`config.mk`:
```
export PLATFORM = sky130hd
export DESIGN_NAME = pd132_ctrl
export DESIGN_NICKNAME = d
export VERILOG_FILES = /design/src/sv/pd132_pkg.sv /design/src/sv/pd132_ctrl.sv
export SDC_FILE = /design/constraint.sdc
export NUM_CORES = 1
export LEC_CHECK = 0
export ABC_AREA = 1
export BUFFER_PORTS_ARGS = -buffer_cell sky130_fd_sc_hd__buf_4
export CORE_AREA = 3 3 40 42
export DETAILED_ROUTE_END_ITERATION = 8
export DIE_AREA = 0 0 43 45
export MAX_ROUTING_LAYER = met4
export PLACE_DENSITY_LB_ADDON = 0.25
export SLEW_MARGIN = 15
export SYNTH_ARGS = -nofsm -noshare
export SYNTH_HDL_FRONTEND = slang
export SYNTH_SLANG_ARGS = --single-unit
```
`constraint.sdc`:
```
create_clock -name clock -period 1.4 [get_ports clock]
set_input_delay 0.21 -clock clock [delete_from_list [all_inputs] [get_ports clock]]
set_output_delay 0.21 -clock clock [all_outputs]
set_load 0.005 [all_outputs]
```
`src/sv/pd132_pkg.sv`:
```
// Shared types and constants for the 132-pattern detector.
package pd132_pkg;

   localparam int STACK_DEPTH_DEF = 256;
   localparam int MAX_LEN_DEF     = 65536;
   localparam int VALUE_BITS_DEF  = 32;

   // Result word layout, lowest bit up.
   localparam int PG_W         = 17;
   localparam int RSP_FOUND_B  = 0;
   localparam int RSP_HIT_B    = 1;
   localparam int RSP_PG_LSB   = 2;
   localparam int RSP_PG_MSB   = RSP_PG_LSB + PG_W - 1;
   localparam int RSP_OVF_B    = RSP_PG_MSB + 1;
   localparam int RSP_DATA_W   = ((RSP_OVF_B + 1 + 7) / 8) * 8;

   typedef enum logic [0:0] {
      ST_IDLE,
      ST_SCAN
   } state_type;

   typedef struct packed {
      logic load;
      logic pop;
      logic commit;
   } cmd_type;

   typedef struct packed {
      logic pop_need;
   } status_type;

endpackage

```
`src/sv/pd132_ctrl.sv`:
```
// Sequencer for the 132-pattern detector: accept, pop loop, commit.
module pd132_ctrl (
   input  logic                  clock,
   input  logic                  reset,
   input  logic                  req_tvalid,
   output logic                  req_tready,
   output logic                  rsp_tvalid,
   input  logic                  rsp_tready,
   output pd132_pkg::cmd_type    cmd,
   input  pd132_pkg::status_type status
);

   pd132_pkg::state_type state_ff, state_in;
   logic                 rsp_valid_ff, rsp_valid_in;
   logic                 out_free;

   assign out_free   = !rsp_valid_ff || rsp_tready;
   assign rsp_tvalid = rsp_valid_ff;

   always_ff @(posedge clock) begin
      if (reset) begin
         state_ff     <= pd132_pkg::ST_IDLE;
         rsp_valid_ff <= 1'b0;
      end else begin
         state_ff     <= state_in;
         rsp_valid_ff <= rsp_valid_in;
      end
   end

   always_comb begin
      state_in   = state_ff;
      req_tready = 1'b0;
      cmd        = '0;
      unique case (state_ff)
         pd132_pkg::ST_IDLE: begin
            req_tready = 1'b1;
            if (req_tvalid) begin
               cmd.load = 1'b1;
               state_in = pd132_pkg::ST_SCAN;
            end
         end
         pd132_pkg::ST_SCAN: begin
            if (status.pop_need) begin
               cmd.pop = 1'b1;
            end else if (out_free) begin
               cmd.commit = 1'b1;
               state_in   = pd132_pkg::ST_IDLE;
            end
         end
         default: state_in = pd132_pkg::ST_IDLE;
      endcase
      // Hold the result word until taken; a commit refills it.
      rsp_valid_in = cmd.commit || (rsp_valid_ff && !rsp_tready);
   end

endmodule

```
==> qor.txt <==
status = complete, no violations
pwr dens = 1070 nW/um^2
number of cells on the worst reg-to-reg path = 3
final-report hold violation count = 0
vias in the first global route = 146
Fin Setup TNS = 0 ns
post-synthesis cell count = 17
clock buffer count from CTS = 3
vias per cell = 2.91
Routed wire per std cell = 7.16 um
die area = 1940 um^2
DRT Wirelength = 315 um
root buf cell = clkbuf_4
Arr. time, crit path = 0.95 ns
number of nets in the layout = 36
Initial DRT Pass Iterations = 2
Critical Path End Type = primary output
post-synthesis register bit count = 2
clock latency at the later pin of the worst-skew pair = 0.23 ns
GR Overflow Total = 0
VDD IR max = 0.351 mV
# clock sinks = 2
H-tree depth = 1
Final Wtd Congestion = 0.687
clock slew at reported path FFs = 0.03 ns
post-cts sizing count = 0
endpoints failing setup = 0
synthesized area = 106 um^2
commonest non-fill, non-tap cells in the layout = buf_4, inv_1, nor2_1, clkbuf_4
Initial Utilization = 8.28%
Distinct cells, synth = 8
syn avg cell area = 6.26 um^2
Crit-path slowest cell = dfxtp_1
IO Count = 10
Hold/Removal Path Class = in2reg
utilization after layout = 16.7%
post-CTS setup buffer count = 0
CP Launch Type = register
Hold Buf Count CTS = 0
final-report max-slew violation count = 0
gr usage total = 4.88%
worst rel slew slack = 89.0%
crit path cell chain = nand2_2 -> nor2_2 -> buf_4
Fin Clk Skew = 0.00275 ns
Core Area = 1280 um^2
Peak Freq = 864 MHz
Antenna Cells = 0
critical path class = reg2out
post-synthesis sequential area ratio = 37.6%
worst slew pin tran = 0.164 ns
Antenna Violating Nets Remaining = 0
Hold Path Cell Cnt = 2
area delta synth->final = 102%
Worst EP required = 1.19 ns
antenna violations before repair = 0
CTS tree = yes
worst-path fanout max = 5
total number of vias = 128
Max stage delay on crit path = 0.38 ns
max cap viols = 0
clk buf depth = 2
min Tclk post-route = 1.16 ns
1st-iter DRT viols = 1
Final Cycle Share = 82.7%
unrepaired setup endpoints after global routing = no
Port Buffers = 9
most common cell after layout, fill and taps aside = buf_4
Warnings, synthesis = 0
leakage power = 0.121 nW
first-pass GRT wire length = 558 um
row count = 13
Synthesized Nets = 22
Die W = 43 um
DRC Markers = 0
largest net degree at the start of global routing = 6
Die H = 45 um
fraction of layout cells with a size suffix above 1 = 48.3%
==> metal layers <==
metal	GRT usage, %	share of wire [%]	routed length (um)
met5	-	0	0
met4	1.81	0	0
met2	3.89	17	53
met1	5.26	55	174
met3	7.57	28	87
==> worst max-delay path: cells and delay by family, from the launching register on <==
kind                   cells  cell delay (ns)
flip-flops                 1             0.38
buffers and inverters      1             0.12
AND/OR/NAND/NOR            2             0.21
==> registers in the layout, indices dropped and copies added (netlist names) <==
| signal | flops |
|---|---|
| state_ff | 1 |
| rsp_tvalid | 1 |
==> power by group <==
part	internal [mW]	switching (mW)
registers	0.0612	0.00381
clock network	0.0946	0.0338
logic	0.0231	0.0147
==> stage by stage <==
| stage | total power [mW] | std cells | hold slack [ns] | area [um^2] | setup slack [ns] |
|---|---|---|---|---|---|
| 3_5_place_dp | 0.104 | 41 | 0.380 | 193 | 0.472 |
| 5_1_grt | 0.256 | 44 | 0.134 | 215 | 0.147 |
| 3_3_place_gp | 0.105 | 41 | 0.387 | 193 | 0.473 |
| 4_1_cts | 0.240 | 44 | 0.138 | 215 | 0.223 |
| 2_1_floorplan | 0.0785 | 17 | 0.279 | 106 | 0.627 |
| 6_report | 0.231 | 44 | 0.146 | 215 | 0.243 |
==> kinds of logic (layout without fill, tap and decap cells) <==
logic type,Yosys count,count (layout),synth area share (%)
AOI/OAI and AO/OA,2,2,11.8
buffers and inverters,6,18,21.2
and+or+nand+nor,7,7,29.4
DFF,2,2,37.6
==> cells in the mapped netlist (all sizes together) <==
master	number	share of area (%)
o21bai	1	7.1
a21oi	1	4.7
inv	6	21
dfxtp	2	38
nor2	4	16
nand2	3	13
==> worst paths after layout <==
kind                                 start         end  slack, ns
worst min-delay path                 reset  rsp_tvalid       0.15
worst max-delay path              state_ff      cmd[0]       0.24
worst max register to register    state_ff    state_ff       0.64
worst min register to register  rsp_tvalid  rsp_tvalid       0.48
==> final cells by class <==
type,count,area (um^2)
Timing Repair Buffer,9,67.6
Clock buffer,3,22.5
Multi-Input combinational cell,9,43.8
Tap cell,15,18.8
Fill cell,137,1070
Sequential cell,2,40.0
Inverter,6,22.5
No activity file was read; power rests on OpenSTA's default activity.
